<file path="src/rtl/rvsu_pkg.sv">
package rvsu_pkg;

  // Pixel depth register codes
  localparam logic [3:0] DEPTH_1BPP  = 4'd0;
  localparam logic [3:0] DEPTH_2BPP  = 4'd1;
  localparam logic [3:0] DEPTH_4BPP  = 4'd2;
  localparam logic [3:0] DEPTH_8BPP  = 4'd3;
  localparam logic [3:0] DEPTH_16BPP = 4'd4;
  localparam logic [3:0] DEPTH_24BPP = 4'd5;
  localparam logic [3:0] DEPTH_32BPP = 4'd6;
  localparam logic [3:0] DEPTH_GRAY2 = 4'd7;
  localparam logic [3:0] DEPTH_GRAY4 = 4'd8;
  localparam logic [3:0] DEPTH_GRAY8 = 4'd9;

  // Configuration register indexes
  localparam logic [1:0] REG_PIXEL_DEPTH  = 2'd0;
  localparam logic [1:0] REG_IMAGE_WIDTH  = 2'd1;
  localparam logic [1:0] REG_IMAGE_HEIGHT = 2'd2;

  localparam logic [12:0] MAX_HEIGHT        = 13'd4096;
  localparam logic [2:0]  INDEXED_PIX_BYTES = 3'd3;
  localparam int unsigned CMD_FIFO_DEPTH    = 4;

  typedef enum logic [1:0] {
    CMD_PAL_WRITE,
    CMD_INDEXED,
    CMD_DIRECT
  } cmd_kind_e;

  // Work handed from the front end to the pixel engine.
  // CMD_PAL_WRITE: data = {color, index}
  // CMD_INDEXED:   data[7:0] = packed byte, npix pixels of 2**bpp_log bits
  // CMD_DIRECT:    data = {b3, b2, b1, b0}, one pixel
  typedef struct packed {
    cmd_kind_e   kind;
    logic [31:0] data;
    logic [1:0]  bpp_log;
    logic [3:0]  npix;
    logic [2:0]  byte_count;
    logic        eol;
    logic        eof;
  } cmd_t;

  typedef struct packed {
    logic [31:0] bytes;
    logic [2:0]  byte_count;
    logic        last;
    logic        eol;
    logic        eof;
  } pix_t;

  typedef struct packed {
    logic       direct;
    logic [1:0] bpp_log;
    logic [2:0] nbytes;
  } mode_t;

  function automatic mode_t decode_depth(logic [3:0] code);
    mode_t m;
    m = '{direct: 1'b0, bpp_log: 2'd3, nbytes: 3'd1};
    unique case (code)
      DEPTH_1BPP:               m.bpp_log = 2'd0;
      DEPTH_2BPP, DEPTH_GRAY2:  m.bpp_log = 2'd1;
      DEPTH_4BPP, DEPTH_GRAY4:  m.bpp_log = 2'd2;
      DEPTH_8BPP, DEPTH_GRAY8:  m.bpp_log = 2'd3;
      DEPTH_16BPP: begin
        m.direct = 1'b1;
        m.nbytes = 3'd2;
      end
      DEPTH_24BPP: begin
        m.direct = 1'b1;
        m.nbytes = 3'd3;
      end
      DEPTH_32BPP: begin
        m.direct = 1'b1;
        m.nbytes = 3'd4;
      end
      default:                  m.bpp_log = 2'd3;
    endcase
    return m;
  endfunction

endpackage

</file>
<file path="src/rtl/rvsu_fifo.sv">
module rvsu_fifo (
  input  logic           clk_i,
  input  logic           rst_ni,
  input  logic           push_valid_i,
  output logic           push_ready_o,
  input  rvsu_pkg::cmd_t push_data_i,
  output logic           pop_valid_o,
  input  logic           pop_ready_i,
  output rvsu_pkg::cmd_t pop_data_o
);
  import rvsu_pkg::*;

  localparam int unsigned PW = $clog2(CMD_FIFO_DEPTH);

  cmd_t          entry_q [CMD_FIFO_DEPTH];
  logic [PW-1:0] wr_ptr_q;
  logic [PW-1:0] rd_ptr_q;
  logic [PW:0]   count_q;
  logic          do_push;
  logic          do_pop;

  assign push_ready_o = count_q != (PW + 1)'(CMD_FIFO_DEPTH);
  assign pop_valid_o  = count_q != '0;
  assign pop_data_o   = entry_q[rd_ptr_q];
  assign do_push      = push_valid_i && push_ready_o;
  assign do_pop       = pop_valid_o && pop_ready_i;

  always_ff @(posedge clk_i) begin
    if (do_push) begin
      entry_q[wr_ptr_q] <= push_data_i;
    end
  end

  always_ff @(posedge clk_i or negedge rst_ni) begin
    if (!rst_ni) begin
      wr_ptr_q <= '0;
      rd_ptr_q <= '0;
      count_q  <= '0;
    end else begin
      if (do_push) begin
        wr_ptr_q <= wr_ptr_q + PW'(1);
      end
      if (do_pop) begin
        rd_ptr_q <= rd_ptr_q + PW'(1);
      end
      unique case ({do_push, do_pop})
        2'b10:   count_q <= count_q + (PW + 1)'(1);
        2'b01:   count_q <= count_q - (PW + 1)'(1);
        default: count_q <= count_q;
      endcase
    end
  end

endmodule

</file>
<file path="config.mk">
export PLATFORM = sky130hd
export DESIGN_NAME = rvsu_fifo
export DESIGN_NICKNAME = d
export VERILOG_FILES = /design/src/rtl/rvsu_pkg.sv /design/src/rtl/rvsu_fifo.sv
export SDC_FILE = /design/constraint.sdc
export NUM_CORES = 1
export LEC_CHECK = 0
export ABC_AREA = 1
export ABC_CLOCK_PERIOD_IN_PS = 3500
export BUFFER_PORTS_ARGS = -buffer_cell sky130_fd_sc_hd__buf_2
export CAP_MARGIN = 20
export CELL_PAD_IN_SITES_DETAIL_PLACEMENT = 1
export CELL_PAD_IN_SITES_GLOBAL_PLACEMENT = 2
export CORE_MARGIN = 1.5
export CORE_UTILIZATION = 41
export CTS_BUF_LIST = sky130_fd_sc_hd__clkbuf_4 sky130_fd_sc_hd__clkbuf_8
export DETAILED_ROUTE_END_ITERATION = 6
export PLACE_DENSITY_LB_ADDON = 0.1
export SLEW_MARGIN = 20
export SYNTH_ARGS = -nofsm -noshare
export SYNTH_HDL_FRONTEND = slang
export SYNTH_SLANG_ARGS = --single-unit
</file>
<file path="constraint.sdc">
create_clock -name clk_i -period 3.5 [get_ports clk_i]
set_clock_uncertainty 0.1 [all_clocks]
set_input_delay 0.525 -clock clk_i [delete_from_list [all_inputs] [get_ports clk_i]]
set_output_delay 0.525 -clock clk_i [all_outputs]
set_load 0.01 [all_outputs]
</file>
==> results.md <==
* GPL Wtd Cong at 0.6910
* Htree depth at 4
* Seq pwr share at 0.445
* Worst-path clk slew at 0.10 ns
* Instance area after placement at 0.008260 mm^2
* Number of fill cells at 1907
* Syn Nets at 639
* Cells after Synth at 584
* Library cells used by synthesis at 18
* Deepest clock path buffer count at 2
* Clock sink total at 187
* CP Class: reg -> out
* Pleak at 3.495 nW
* # hold bufs at CTS at 1
* Drt first pass iters at 7
* Setup TNS Final at 0 ns
* CTS tree: done
* Min Tclk post-route at 2.753 ns
* I/O pins at 96
* Die width at 139.9 um
* FF-to-FF setup slack at 1.18 ns
* Initial drt markers at 196
* IO buf count at 95
* Commonest cells after routing, fill and taps aside: edfxtp_1, nand2_1, inv_1
* Die H at 139.9 um
* # setup viols final at 0
* CP arrival at 2.13 ns
* Failing checks: DRC
* Vias in the first global route at 4791
* Yosys reg bits at 187
* CP Launch Point: rd_ptr_q[0]
* Seq/Total Area, Yosys at 0.7266
* Final cycle utilization of the critical path at 0.7866
* # resized after CTS at 0
* Share of layout cells above drive strength 1 at 0.2078
* Ys Warns at 0
* RSZ-0062 raised after global routing: no
* Site Rows at 49
* Worst R2R Path Depth at 10
* Max-slew headroom at 0.5199
* VDD IR max at 0.3168 mV
* Crit start category: flip-flop
* Final wirelength at 15830 um
* Initial antenna violation count at 0
* Pwr dens at 796.9 mW/mm^2
* Cell count of the worst hold path at 1
* Residual DRC at 10
* Largest fanout on the critical path at 50
* Area growth, synth to finish at 12.53%
* Dominant cell type by area after synthesis: edfxtp_1
* Nets at 735
* Root Driver: clkbuf_8
* Yosys top cell area share at 0.7038
* Leading cell type in the layout, fill and taps excluded: edfxtp_1
* Int Pwr at 4.271 mW
* Endpoints failing hold at 0
* Largest net degree at the start of global routing at 60
* Sw frac at 0.3799
* Post-CTS Setup Bufs at 0
* Max Cap Violations at 0
* Grt total ovfl at 0
* GRT Total Usage at 0.1719
* Core area at 0.01815 mm^2
* Min-delay worst type: in -> reg
* Worst setup EP type: output pin
* Final Cell Area at 0.008642 mm^2
* Avg WL per Cell at 17.15 um
* Comb power frac at 0.361
* Synthesized area per cell at 13.15 um^2
* Slew Viols, Final at 0
* Initial Util at 0.4232
* First-pass GRT wire length at 25360 um
* Via count at 4603
* Hold path start: push_data_i[35]
* Worst-Skew Late Latency at 0.45 ns
* Reg2Reg Launch Point: count_q[0]
* Post-Syn Area at 0.007680 mm^2
* Die ar. at 0.01956 mm^2
* End of the worst register-to-register path: count_q[2]
* Outcome: finished, violations left
* F_max at 0.3632 GHz
* Antenna Nets Post-Route at 0
* Worst hold path endpoint: entry_q[1][35]
* Dpl hpwl at 9644 um
* NetSw at 2.616 mW
* Synth area leaders: edfxtp_1, o211ai_1, nand2_1
* Worst-margin pin slew at 0.7202 ns
* DR vias/cell at 4.987
* Cts bufs inserted at 17
* Clk pwr share at 0.194
* Required time of the critical path at 2.87 ns
[how the worst max path moves through the flow]
stage,depth (start not counted),to
detailed placement,10,count_q[2]
finish,6,pop_data_o[0]
global route,6,pop_data_o[0]
CTS,6,pop_data_o[6]
global placement,10,count_q[2]
floorplan,4,entry_q[0][0]
[state kept, by name, indices dropped and copies added (netlist names)]
register	cells
entry_q	180
wr_ptr_q	2
count_q	3
rd_ptr_q	2
[cell families (layout without fill, tap and decap cells)]
logic type,Yosys count,after routing,share of synthesized area
flops,187,187,0.7266
simple gates,165,165,0.08211
buf+inv,134,243,0.09075
compound gates,91,91,0.08863
fa+ha+maj,6,6,0.01075
xor+xnor,1,1,0.001141
other cells,0,1,0
[power by group through the flow]
stage / registers [mW] / clock network (mW) / logic (mW)
after floorplan: 3.11 / 0 / 1.81
after global placement: 3.10 / 0 / 2.51
final: 3.07 / 1.33 / 2.49
after detailed placement: 3.12 / 0 / 2.57
after CTS: 3.07 / 1.39 / 2.58
after global routing: 3.10 / 1.47 / 2.82
[critical path, stage by stage (launching register included)]
cell and delay, ns:
dfrtp_1 0.44, inv_4 0.40, buf_4 0.39, nand2_1 0.10, o211ai_1 0.10, nand2_1 0.09
buf_2 0.15
[routing by layer]
layer / vias to the layer above / track usage / wire, um
met5: - / 0 / 0
met4: 0 / 0.05596 / 212
met3: 17 / 0.03648 / 577
met2: 86 / 0.2954 / 8064
met1: 2289 / 0.2177 / 6972
li1: 2211 / - / -
[area by class of cell]
class,count,area (um^2),area share
timing repair buffer,106,573.1,0.06631
inverter,105,396.6,0.04590
clock buffer,17,234.0,0.02707
multi-input combinational,263,1433,0.1658
sequential,187,5582,0.6459
tap,229,286.5,0.03315
antenna,1,2.502,0.0002896
clock inverter,15,135.1,0.01564
[metrics by stage]
step | hold slack, ns | power [mW] | util | worst slack, ns | cells
CTS | 0.1387 | 7.033 | 0.4761 | 0.6933 | 922
global placement | 0.2847 | 5.611 | 0.4552 | 1.237 | 889
finish | 0.1702 | 6.887 | 0.4762 | 0.7467 | 923
detailed placement | 0.2935 | 5.689 | 0.4552 | 1.205 | 889
global route | 0.1330 | 7.389 | 0.4761 | 0.5484 | 922
floorplan | 0.1294 | 4.912 | - | 0.2563 | 584
[synthesized netlist by cell type]
master and count:
edfxtp_1 180, inv_1 103, nor2_1 4, buf_6 12
clkbuf_4 1, clkbuf_8 8, xnor2_1 1, nand4_1 1
buf_2 4, buf_4 4, nand3_1 7, o21ai_0 1
o211ai_1 90, dfrtp_1 7, inv_2 2, nand2_1 153
fa_1 1, ha_1 5
(Power assumes the default switching activity.)
