==> src/rtl/rvsu_pkg.sv <==
package rvsu_pkg;

  // Pixel depth register codes
  localparam logic [3:0] DEPTH_1BPP  = 4'd0;
  localparam logic [3:0] DEPTH_2BPP  = 4'd1;
  localparam logic [3:0] DEPTH_4BPP  = 4'd2;
  localparam logic [3:0] DEPTH_8BPP  = 4'd3;
  localparam logic [3:0] DEPTH_16BPP = 4'd4;
  localparam logic [3:0] DEPTH_24BPP = 4'd5;
  localparam logic [3:0] DEPTH_32BPP = 4'd6;
  localparam logic [3:0] DEPTH_GRAY2 = 4'd7;
  localparam logic [3:0] DEPTH_GRAY4 = 4'd8;
  localparam logic [3:0] DEPTH_GRAY8 = 4'd9;

  // Configuration register indexes
  localparam logic [1:0] REG_PIXEL_DEPTH  = 2'd0;
  localparam logic [1:0] REG_IMAGE_WIDTH  = 2'd1;
  localparam logic [1:0] REG_IMAGE_HEIGHT = 2'd2;

  localparam logic [12:0] MAX_HEIGHT        = 13'd4096;
  localparam logic [2:0]  INDEXED_PIX_BYTES = 3'd3;
  localparam int unsigned CMD_FIFO_DEPTH    = 4;

  typedef enum logic [1:0] {
    CMD_PAL_WRITE,
    CMD_INDEXED,
    CMD_DIRECT
  } cmd_kind_e;

  // Work handed from the front end to the pixel engine.
  // CMD_PAL_WRITE: data = {color, index}
  // CMD_INDEXED:   data[7:0] = packed byte, npix pixels of 2**bpp_log bits
  // CMD_DIRECT:    data = {b3, b2, b1, b0}, one pixel
  typedef struct packed {
    cmd_kind_e   kind;
    logic [31:0] data;
    logic [1:0]  bpp_log;
    logic [3:0]  npix;
    logic [2:0]  byte_count;
    logic        eol;
    logic        eof;
  } cmd_t;

  typedef struct packed {
    logic [31:0] bytes;
    logic [2:0]  byte_count;
    logic        last;
    logic        eol;
    logic        eof;
  } pix_t;

  typedef struct packed {
    logic       direct;
    logic [1:0] bpp_log;
    logic [2:0] nbytes;
  } mode_t;

  function automatic mode_t decode_depth(logic [3:0] code);
    mode_t m;
    m = '{direct: 1'b0, bpp_log: 2'd3, nbytes: 3'd1};
    unique case (code)
      DEPTH_1BPP:               m.bpp_log = 2'd0;
      DEPTH_2BPP, DEPTH_GRAY2:  m.bpp_log = 2'd1;
      DEPTH_4BPP, DEPTH_GRAY4:  m.bpp_log = 2'd2;
      DEPTH_8BPP, DEPTH_GRAY8:  m.bpp_log = 2'd3;
      DEPTH_16BPP: begin
        m.direct = 1'b1;
        m.nbytes = 3'd2;
      end
      DEPTH_24BPP: begin
        m.direct = 1'b1;
        m.nbytes = 3'd3;
      end
      DEPTH_32BPP: begin
        m.direct = 1'b1;
        m.nbytes = 3'd4;
      end
      default:                  m.bpp_log = 2'd3;
    endcase
    return m;
  endfunction

endpackage

==> src/rtl/rvsu_front.sv <==
module rvsu_front #(
  parameter int unsigned MAX_WIDTH = 4096
) (
  input  logic           clk_i,
  input  logic           rst_ni,
  input  logic           s_valid_i,
  output logic           s_ready_o,
  input  logic           s_op_i,
  input  logic [7:0]     s_byte_i,
  input  logic [7:0]     s_pidx_i,
  input  logic [23:0]    s_pcolor_i,
  input  logic           cfg_valid_i,
  input  logic [1:0]     cfg_index_i,
  input  logic [12:0]    cfg_data_i,
  output logic           cmd_valid_o,
  input  logic           cmd_ready_i,
  output rvsu_pkg::cmd_t cmd_o
);
  import rvsu_pkg::*;

  localparam int unsigned WW = $clog2(MAX_WIDTH + 1);
  localparam int unsigned BW = $clog2(4 * MAX_WIDTH + 1);

  logic [3:0]    depth_q;
  logic [12:0]   width_q;
  logic [12:0]   height_q;
  logic [BW-1:0] bil_q;
  logic [WW-1:0] pix_q;
  logic [11:0]   line_q;
  logic [23:0]   partial_q;
  logic [1:0]    bip_q;

  mode_t         mode;
  logic [WW-1:0] w_eff;
  logic [12:0]   h_eff;
  logic [BW-1:0] wx;
  logic [BW-1:0] bpl_raw;
  logic [BW-1:0] bpl;
  logic          accept;
  logic          pix_active;
  logic [WW-1:0] rem;
  logic [3:0]    per;
  logic [3:0]    npix;
  logic [3:0]    n_emit;
  logic [WW:0]   pix_sum;
  logic          eol;
  logic          last_line;
  logic          direct_last;
  logic          line_end;
  logic          push;
  cmd_t          cmd;

  assign mode = decode_depth(depth_q);

  always_comb begin
    if (width_q == '0) begin
      w_eff = WW'(1);
    end else if (32'(width_q) > MAX_WIDTH) begin
      w_eff = WW'(MAX_WIDTH);
    end else begin
      w_eff = WW'(width_q);
    end
    if (height_q == '0) begin
      h_eff = 13'd1;
    end else if (height_q > MAX_HEIGHT) begin
      h_eff = MAX_HEIGHT;
    end else begin
      h_eff = height_q;
    end
  end

  // Bytes per line, rounded up to an even count
  assign wx = BW'(w_eff);
  always_comb begin
    if (!mode.direct) begin
      unique case (mode.bpp_log)
        2'd0: bpl_raw = (wx + BW'(7)) >> 3;
        2'd1: bpl_raw = (wx + BW'(3)) >> 2;
        2'd2: bpl_raw = (wx + BW'(1)) >> 1;
        2'd3: bpl_raw = wx;
        default: bpl_raw = wx;
      endcase
    end else begin
      unique case (mode.nbytes)
        3'd2:    bpl_raw = wx << 1;
        3'd3:    bpl_raw = wx + (wx << 1);
        default: bpl_raw = wx << 2;
      endcase
    end
    bpl = bpl_raw + BW'(bpl_raw[0]);
  end

  assign s_ready_o = cmd_ready_i;
  assign accept    = s_valid_i && s_ready_o;

  assign pix_active  = pix_q < w_eff;
  assign rem         = w_eff - pix_q;
  assign per         = 4'd8 >> mode.bpp_log;
  assign npix        = (rem < WW'(per)) ? 4'(rem) : per;
  assign n_emit      = mode.direct ? 4'd1 : npix;
  assign pix_sum     = (WW + 1)'(pix_q) + (WW + 1)'(n_emit);
  assign eol         = pix_sum >= (WW + 1)'(w_eff);
  assign last_line   = (13'(line_q) + 13'd1) >= h_eff;
  assign direct_last = (3'(bip_q) + 3'd1) >= mode.nbytes;
  assign line_end    = ((BW + 1)'(bil_q) + (BW + 1)'(1)) >= (BW + 1)'(bpl);

  always_comb begin
    cmd      = '0;
    cmd.kind = CMD_INDEXED;
    push     = 1'b0;
    if (s_op_i) begin
      cmd.kind = CMD_PAL_WRITE;
      cmd.data = {s_pcolor_i, s_pidx_i};
      push     = 1'b1;
    end else if (pix_active) begin
      cmd.npix = n_emit;
      cmd.eol  = eol;
      cmd.eof  = eol && last_line;
      if (!mode.direct) begin
        cmd.kind       = CMD_INDEXED;
        cmd.data       = {24'd0, s_byte_i};
        cmd.bpp_log    = mode.bpp_log;
        cmd.byte_count = INDEXED_PIX_BYTES;
        push           = 1'b1;
      end else if (direct_last) begin
        cmd.kind       = CMD_DIRECT;
        cmd.byte_count = mode.nbytes;
        push           = 1'b1;
        unique case (mode.nbytes)
          3'd2:    cmd.data = {16'd0, partial_q[7:0], s_byte_i};
          3'd3:    cmd.data = {8'd0, s_byte_i, partial_q[7:0], partial_q[15:8]};
          default: cmd.data = {partial_q[23:16], s_byte_i, partial_q[7:0],
                               partial_q[15:8]};
        endcase
      end
    end
  end

  assign cmd_valid_o = accept && push;
  assign cmd_o       = cmd;

  always_ff @(posedge clk_i or negedge rst_ni) begin
    if (!rst_ni) begin
      depth_q   <= DEPTH_8BPP;
      width_q   <= 13'd640;
      height_q  <= 13'd480;
      bil_q     <= '0;
      pix_q     <= '0;
      line_q    <= '0;
      partial_q <= '0;
      bip_q     <= '0;
    end else begin
      priority if (cfg_valid_i && (cfg_index_i == REG_PIXEL_DEPTH ||
                   cfg_index_i == REG_IMAGE_WIDTH ||
                   cfg_index_i == REG_IMAGE_HEIGHT)) begin
        unique case (cfg_index_i)
          REG_PIXEL_DEPTH: depth_q  <= cfg_data_i[3:0];
          REG_IMAGE_WIDTH: width_q  <= cfg_data_i;
          default:         height_q <= cfg_data_i;
        endcase
        bil_q     <= '0;
        pix_q     <= '0;
        line_q    <= '0;
        partial_q <= '0;
        bip_q     <= '0;
      end else if (accept && !s_op_i) begin
        // Line done: rewind the position and step the line counter
        if (line_end) begin
          bil_q     <= '0;
          pix_q     <= '0;
          partial_q <= '0;
          bip_q     <= '0;
          line_q    <= last_line ? 12'd0 : line_q + 12'd1;
        end else begin
          bil_q <= bil_q + BW'(1);
          if (pix_active) begin
            if (!mode.direct || direct_last) begin
              pix_q     <= WW'(pix_sum);
              partial_q <= '0;
              bip_q     <= '0;
            end else begin
              partial_q <= {partial_q[15:0], s_byte_i};
              bip_q     <= bip_q + 2'd1;
            end
          end
        end
      end else begin
        bil_q <= bil_q;
      end
    end
  end

endmodule

==> config.mk <==
export PLATFORM = sky130hd
export DESIGN_NAME = rvsu_front
export DESIGN_NICKNAME = d
export VERILOG_FILES = /design/src/rtl/rvsu_pkg.sv /design/src/rtl/rvsu_front.sv
export SDC_FILE = /design/constraint.sdc
export NUM_CORES = 1
export LEC_CHECK = 0
export ABC_AREA = 1
export BUFFER_PORTS_ARGS = -buffer_cell sky130_fd_sc_hd__buf_2
export CORE_UTILIZATION = 45
export CTS_BUF_LIST = sky130_fd_sc_hd__clkbuf_4 sky130_fd_sc_hd__clkbuf_8
export CTS_CLUSTER_SIZE = 30
export DETAILED_ROUTE_END_ITERATION = 10
export GPL_ROUTABILITY_DRIVEN = 1
export PLACE_DENSITY = 0.7
export SETUP_SLACK_MARGIN = 0.3
export SKIP_LAST_GASP = 1
export SYNTH_ARGS = -nofsm -noshare
export SYNTH_HDL_FRONTEND = slang
export SYNTH_SLANG_ARGS = --single-unit
export TNS_END_PERCENT = 100
==> constraint.sdc <==
create_clock -name clk_i -period 7.9 [get_ports clk_i]
set_input_delay 1.58 -clock clk_i [delete_from_list [all_inputs] [get_ports clk_i]]
set_output_delay 1.58 -clock clk_i [all_outputs]
set_load 0.005 [all_outputs]
==> results of run 1 <==
## cells in the mapped netlist, drive strengths merged, types with 2 or more instances
cell type	count	area, sq um
buf	29	203
xnor2	6	52.6
nor2	143	651
o21ai	133	681
o31ai	8	85.1
nand3b	2	15.0
ha	72	901
o211ai	13	97.6
a21oi	52	268
a31oi	7	50.1
inv	235	885
nand2	450	1790
o21bai	4	30.0
fa	3	60.1
nand3	179	1020
clkinv	4	21.3
nor4	4	25.0
nor3	17	95.1
a221oi	6	65.1
or2	4	25.0
o21a	2	15.0
and2	3	21.3
dfstp	8	210
dfrtp	88	2200
o22ai	5	31.3
xor2	33	289
clkbuf	18	67.6
nand4	35	225
## stage by stage
step	cells	util	hold WS, ns
floorplan	1569	-	0.453
global placement	1927	0.496	0.470
detailed placement	1927	0.496	0.478
CTS	1955	0.515	0.508
global route	1966	0.535	0.528
finish	1966	0.535	0.505
## critical path, delay by kind of cell, from the launching register on
| kind | cells | cell delay, ns |
|---|---|---|
| buffers and inverters | 5 | 0.51 |
| adders and majority gates | 6 | 1.58 |
| AOI/OAI and AO/OA | 4 | 0.70 |
| DFF | 1 | 0.42 |
| and+or+nand+nor | 19 | 2.17 |
| xor gates and xnor gates | 1 | 0.16 |
## metal layers
layer	part of all wire	global-route usage
met4	0.025	0.0967
met3	0.060	0.0382
met2	0.47	0.449
met1	0.44	0.350
met5	0	0
## area by class of cell
class	count	area, sq um	share of cell area
sequential	96	2420	0.206
clock inverter	7	86.3	0.00735
inverter	239	921	0.0784
tap	280	350	0.0298
multi-input combinational	1188	7010	0.597
clock buffer	9	124	0.0105
timing repair buffer	147	838	0.0714
## cells by family after synthesis
family / after synthesis
DFF: 96
buffers and inverters: 286
AOI/OAI and AO/OA: 236
adders and majority gates: 75
xor gates and xnor gates: 39
and+or+nand+nor: 837
## sequential cells by signal, indices dropped and copies added (netlist names)
register and count:
height_q 13, depth_q 4, width_q 13, line_q 12, pix_q 13, partial_q 24
bil_q 15, bip_q 2
## repair_timing
| action | in CTS | in global routing |
|---|---|---|
| setup endpoints to repair | 2 | 2 |
| hold buffers | 0 | 0 |
| setup buffers | 11 | 11 |
| pin swaps | 11 | 36 |
| cloned | 1 | 0 |
| resized for setup | 24 | 73 |
| endpoints found under the hold margin | 0 | 0 |
## power breakdown
group / total (mW) / internal, mW / leakage, nW / switching [mW]
logic: 1.60 / 0.585 / 4.70 / 1.01
registers: 0.601 / 0.545 / 1.27 / 0.0559
clock network: 0.357 / 0.128 / 0.104 / 0.229
total: 2.56 / 1.26 / 6.07 / 1.30
## how the worst max path moves through the flow
| stage | depth (start not counted) | from | end | slack, ns |
|---|---|---|---|---|
| after floorplan | 34 | width_q[7] | cmd_o[0] | 0.89 |
| after global placement | 34 | width_q[8] | cmd_o[0] | 0.38 |
| after CTS | 33 | width_q[8] | cmd_o[0] | 0.32 |
| final | 35 | width_q[8] | cmd_o[0] | 0.34 |
| after global routing | 35 | width_q[8] | cmd_o[1] | 0.009 |
| after detailed placement | 34 | width_q[8] | cmd_o[0] | 0.16 |
## cell usage in the layout (no fill, tap or decap), types with 4 or more instances in the layout
cell	netlist	routed
ha_4	0	10
nand2_2	14	16
dfstp_2	8	8
nand3_1	161	154
xor2_2	0	5
nand2_8	0	4
a21oi_2	2	7
nand4_1	34	34
nand2_4	9	12
o31ai_2	5	5
clkbuf_8	0	9
a21oi_1	50	43
xnor2_1	6	5
xor2_1	33	28
nand3_4	5	8
buf_2	19	106
nand3_2	13	17
nor2_2	6	6
o21ai_0	108	106
nor2_4	11	16
a31oi_1	6	6
a221oi_1	4	4
o211ai_1	13	13
clkinv_4	1	5
o21ai_1	23	23
inv_1	223	218
o21bai_1	4	4
inv_2	11	13
ha_1	72	61
nand2_1	427	419
nor2_1	125	120
buf_4	6	41
dfrtp_1	88	85
nor3_1	15	14
o22ai_1	5	4
==> flow_metrics.tcl, run 1 <==
set metrics [dict create \
    vias 10700 \
    hp-start "line_q[6]" \
    crit_path_end_kind "primary output" \
    cp.required_ns 6.32 \
    hold_viol_final 0 \
    max_slew_margin 0.275 \
    io_buffers 107 \
    placed_cell_area_sq_um 10900 \
    dieArea_sq_um 23100 \
    syn_to_final_growth_pct 15.9 \
    drive_above_1_share 0.193 \
    muxShareOfSynthArea 0 \
    hold_class "register to register" \
    synth_compound_area_frac 0.135 \
    cts_buffers 9 \
    synth_area_sq_um 10100 \
    synth-edff-count 0 \
    die_w_microns 152 \
    startpoint_type "register" \
    rsz0062_at_grt "true" \
    grt_usage 0.267 \
    ys_ff_latch 96 \
    grt_overflow 0 \
    clkLatencyLatePin_ns 0.41 \
    htree_levels 3 \
    clockRootBuffer "clkbuf_8" \
    min_period_over_period 0.957 \
    drc 2 \
    synthCells 1569 \
    num_io_pins 108 \
    synthAdderAreaFrac 0.0948 \
    drt-pass1-iter-count 11 \
    crit_fanout 7 \
    yosys.area_share.simple 0.382 \
    row_count 54 \
    gp_congestion 0.970 \
    fmax_ghz 0.132 \
    setup_viol 0 \
    powerDensity_nw_per_um2 218 \
    fin_skew_ns 0.0128 \
    total_power_mw 2.56 \
    nFillCells 2187 \
    grt_max_degree 60 \
    clk_path_buf_depth 2 \
    final-max-slew-violation-count 0 \
    coreArea_sq_um 22000 \
    grt_pass1_wl_microns 50000 \
    final_nets 1817 \
    antenna_found_initial 0 \
    tightest_slew_ns 1.08 \
    synth_top_family_by_area "simple AND/OR/NAND/NOR gates" \
    cts_tree "built" \
    layout_setup_ws_ns 0.337 \
    cp_common_cell "nand2_1" \
    status "complete, but fails checks" \
    async_flop_share 1.00 \
    grt_pass1_vias 9980 \
    clk_pin_slew_ns 0.12 \
    period_minus_slack_ns 7.56 \
    regToRegStartpoint "width_q[8]" \
    r2r_cells 34 \
    violations "DRC" \
    start_util 0.462 \
    r2r-end "partial_q[18]" \
    p_leak_nw 6.07 \
    drtAntennaViolNets 0 \
    synth_warnings 0 \
    ys_types 60 \
    cp.arrival_ns 5.98 \
    synth_area_per_cell_sq_um 6.46 \
    cap_viol_max_count 0 \
    hpwl_microns 23300 \
    die_y_microns 152 \
    syn_nets 1705 \
    whs_path_depth 2 \
    wl_microns 31600 \
    irDropWorstVdd_mv 0.106 \
    min_to "line_q[6]" \
    critPathKind "register to primary output" \
    ys_seq_area_frac 0.238 \
    diodes 0 \
    synth-main-ff-cell "dfrtp_1" \
    r2r_slack_ns 1.89 \
    cts.sink_count 96 \
    synthXorXnorAreaFrac 0.0337 \
    setup_tns_ns 0 \
    post_drt_wl_per_cell_microns 16.1 \
    vias_per_cell 5.46 \
    place_ws_ns 0.161 \
    slowest_delay_ns 0.43 \
    crit_path_top_delay_cell "fa_2" \
    design_area_sq_um 11700 \
    first_iter_violations 795 \
]
(Power assumes the default switching activity.)
==> run 2: changes to the inputs <==
--- a/config.mk
+++ b/config.mk
@@ -8,13 +8,11 @@
 export ABC_AREA = 1
 export BUFFER_PORTS_ARGS = -buffer_cell sky130_fd_sc_hd__buf_2
 export CORE_UTILIZATION = 45
-export CTS_BUF_LIST = sky130_fd_sc_hd__clkbuf_4 sky130_fd_sc_hd__clkbuf_8
 export CTS_CLUSTER_SIZE = 30
 export DETAILED_ROUTE_END_ITERATION = 10
 export GPL_ROUTABILITY_DRIVEN = 1
 export PLACE_DENSITY = 0.7
 export SETUP_SLACK_MARGIN = 0.3
-export SKIP_LAST_GASP = 1
 export SYNTH_ARGS = -nofsm -noshare
 export SYNTH_HDL_FRONTEND = slang
 export SYNTH_SLANG_ARGS = --single-unit
==> run 2 against run 1 <==
Effect of this change:
- critical path depth down 2
- largest cell class unchanged
- highest routed layer unchanged
- setup slack improved by 0.030 ns
- clock power increased by 33%
- global-route usage is 0.080 points higher
- final area is 1.2% higher
- sequential share of layout area decreased by 0.25 points
- fmax up 0.40%
- the run still ends with DRC left
==> flow_metrics.tcl, run 2 (synthesis gave the netlist of run 1 again) <==
set metrics [dict create \
    final_nets 1822 \
    drt-met1-wl_microns 14300 \
    top_register "partial_q" \
    slowest_delay_ns 0.60 \
    irDropWorstVdd_mv 0.113 \
    diodes 0 \
    dr_wl_met2_microns 15000 \
    p_leak_nw 6.13 \
    postCtsHoldBufs 0 \
    drive_above_1_share 0.198 \
    cp.required_ns 6.32 \
    dieArea_sq_um 23100 \
    setup_tns_ns 0 \
    highest_layer "met4" \
    status "complete, but fails checks" \
    num_io_pins 108 \
    fin_cells 1971 \
    grt_usage 0.268 \
    total_power_mw 2.70 \
    comb_power_share 0.601 \
    crit_family "adder cells" \
    layout_setup_ws_ns 0.367 \
    design_area_sq_um 11900 \
    hold_ws_ns 0.495 \
    grt_max_degree 60 \
    rsz0062_at_grt "true" \
    critPathBufInv 5 \
    layout_common_cells "nand2_1, inv_1, nand3_1, nor2_1, buf_2" \
    max_slew_margin 0.278 \
    fin_skew_ns 0.0106 \
    first_iter_violations 780 \
    nFillCells 2183 \
    syn_to_final_growth_pct 17.3 \
    largest_register_ffs 24 \
    p_int_mw 1.38 \
    hold_viol_final 0 \
    crit_fanout 7 \
    crit_path_top_delay_cell "dfstp_2" \
    hpwl_microns 23300 \
    post_drt_wl_per_cell_microns 16.2 \
    final-max-slew-violation-count 0 \
    placed_cell_area_sq_um 10900 \
    vias 10800 \
    antenna_found_initial 0 \
    start_util 0.462 \
    hold_class "register to register" \
    htree_levels 3 \
    row_count 54 \
    violations "DRC" \
    vias_per_cell 5.48 \
    die_w_microns 152 \
    startpoint_type "register" \
    min_period_over_period 0.954 \
    crit_path_end_kind "primary output" \
    seqPwrFrac 0.223 \
    cp_common_cell "ha_4" \
    clk_pin_slew_ns 0.08 \
    die_y_microns 152 \
    final_common_cell "nand2_1" \
    cts.sink_count 96 \
    drtAntennaViolNets 0 \
    grt_overflow 0 \
    critPathKind "register to primary output" \
    multi_input_comb_area_sq_um 7010 \
    clockPowerShare 0.175 \
    period_minus_slack_ns 7.53 \
    gp_congestion 0.970 \
    cp.arrival_ns 5.95 \
    fmax_ghz 0.133 \
    coreArea_sq_um 22000 \
    tightest_slew_ns 1.08 \
    drc 2 \
    swShare 0.490 \
    cap_viol_max_count 0 \
    cts_buffers 9 \
    grt_pass1_vias 9973 \
    clk_path_buf_depth 2 \
    fin_util 0.541 \
    clockRootBuffer "clkbuf_16" \
    clkLatencyLatePin_ns 0.37 \
    io_buffers 107 \
    powerDensity_nw_per_um2 227 \
    place_ws_ns 0.161 \
    dr_wl_met3_microns 1870 \
    wl_microns 31900 \
    dp_cells 1927 \
    drt-pass1-iter-count 10 \
    p_switching_mw 1.32 \
    grt_pass1_wl_microns 50100 \
    setup_viol 0 \
    regArea_sq_um 2420 \
    largestRegisters "partial_q x24, bil_q x15" \
    cts_tree "built" \
]
-- run 2: changes by cell type in the layout (fill, tap and decap cells not counted), moves of 2 or more --
cell        previous run  this run
buf_4                 41        46
clkbuf_8               9         0
clkbuf_16              0         9
clkinvlp_4             0         2
inv_1                218       215
-- run 2: path summary, 6_finish.rpt --
path                            startpoint       endpoint  slack [ns]  cells after the start
min in group asynchronous           rst_ni     line_q[10]        1.17                      1
worst max register to register  width_q[9]  partial_q[18]        1.68                     34
max in group asynchronous           rst_ni       bil_q[3]        5.55                      2
worst min register to register   line_q[6]      line_q[6]        0.49                      2
worst min-delay path             line_q[6]      line_q[6]        0.49                      2
worst max-delay path            width_q[9]       cmd_o[0]        0.37                     33
-- run 2: timing repair --
item                                    in CTS  in global routing
endpoints found under the setup margin       2                  2
gates cloned                                 1                  0
setup buffers                                9                 18
endpoints found under the hold margin        0                  0
pin swaps                                    8                 45
gates resized for setup                     18                 82
-- run 2: tightest hold or removal path: cells and delay by family (launching register included) --
| kind | cells | cell delay (ns) |
|---|---|---|
| compound gates | 1 | 0.06 |
| simple gates | 1 | 0.05 |
| flops | 1 | 0.35 |
-- run 2: power by group through the flow --
stage | sequential, mW | clock, mW | combinational [mW]
2_1_floorplan | 0.589 | 0 | 1.01
4_1_cts | 0.598 | 0.478 | 1.41
3_5_place_dp | 0.608 | 0 | 1.34
6_report | 0.603 | 0.474 | 1.62
3_3_place_gp | 0.606 | 0 | 1.32
5_1_grt | 0.609 | 0.495 | 1.80
-- run 2: layout make-up --
type | count | share of cell area
clock inverters | 7 | 0.00726
inverters | 239 | 0.0781
flip-flops and latches | 96 | 0.203
repair buffers | 152 | 0.0737
clock buffers | 9 | 0.0189
well taps | 280 | 0.0295
multi-input cells | 1188 | 0.589
-- run 2: routing by layer --
layer | vias to the layer above | GRT usage
li1 | 5340 | -
met1 | 5047 | 0.350
met2 | 350 | 0.451
met3 | 64 | 0.0399
met4 | 0 | 0.0928
met5 | - | 0
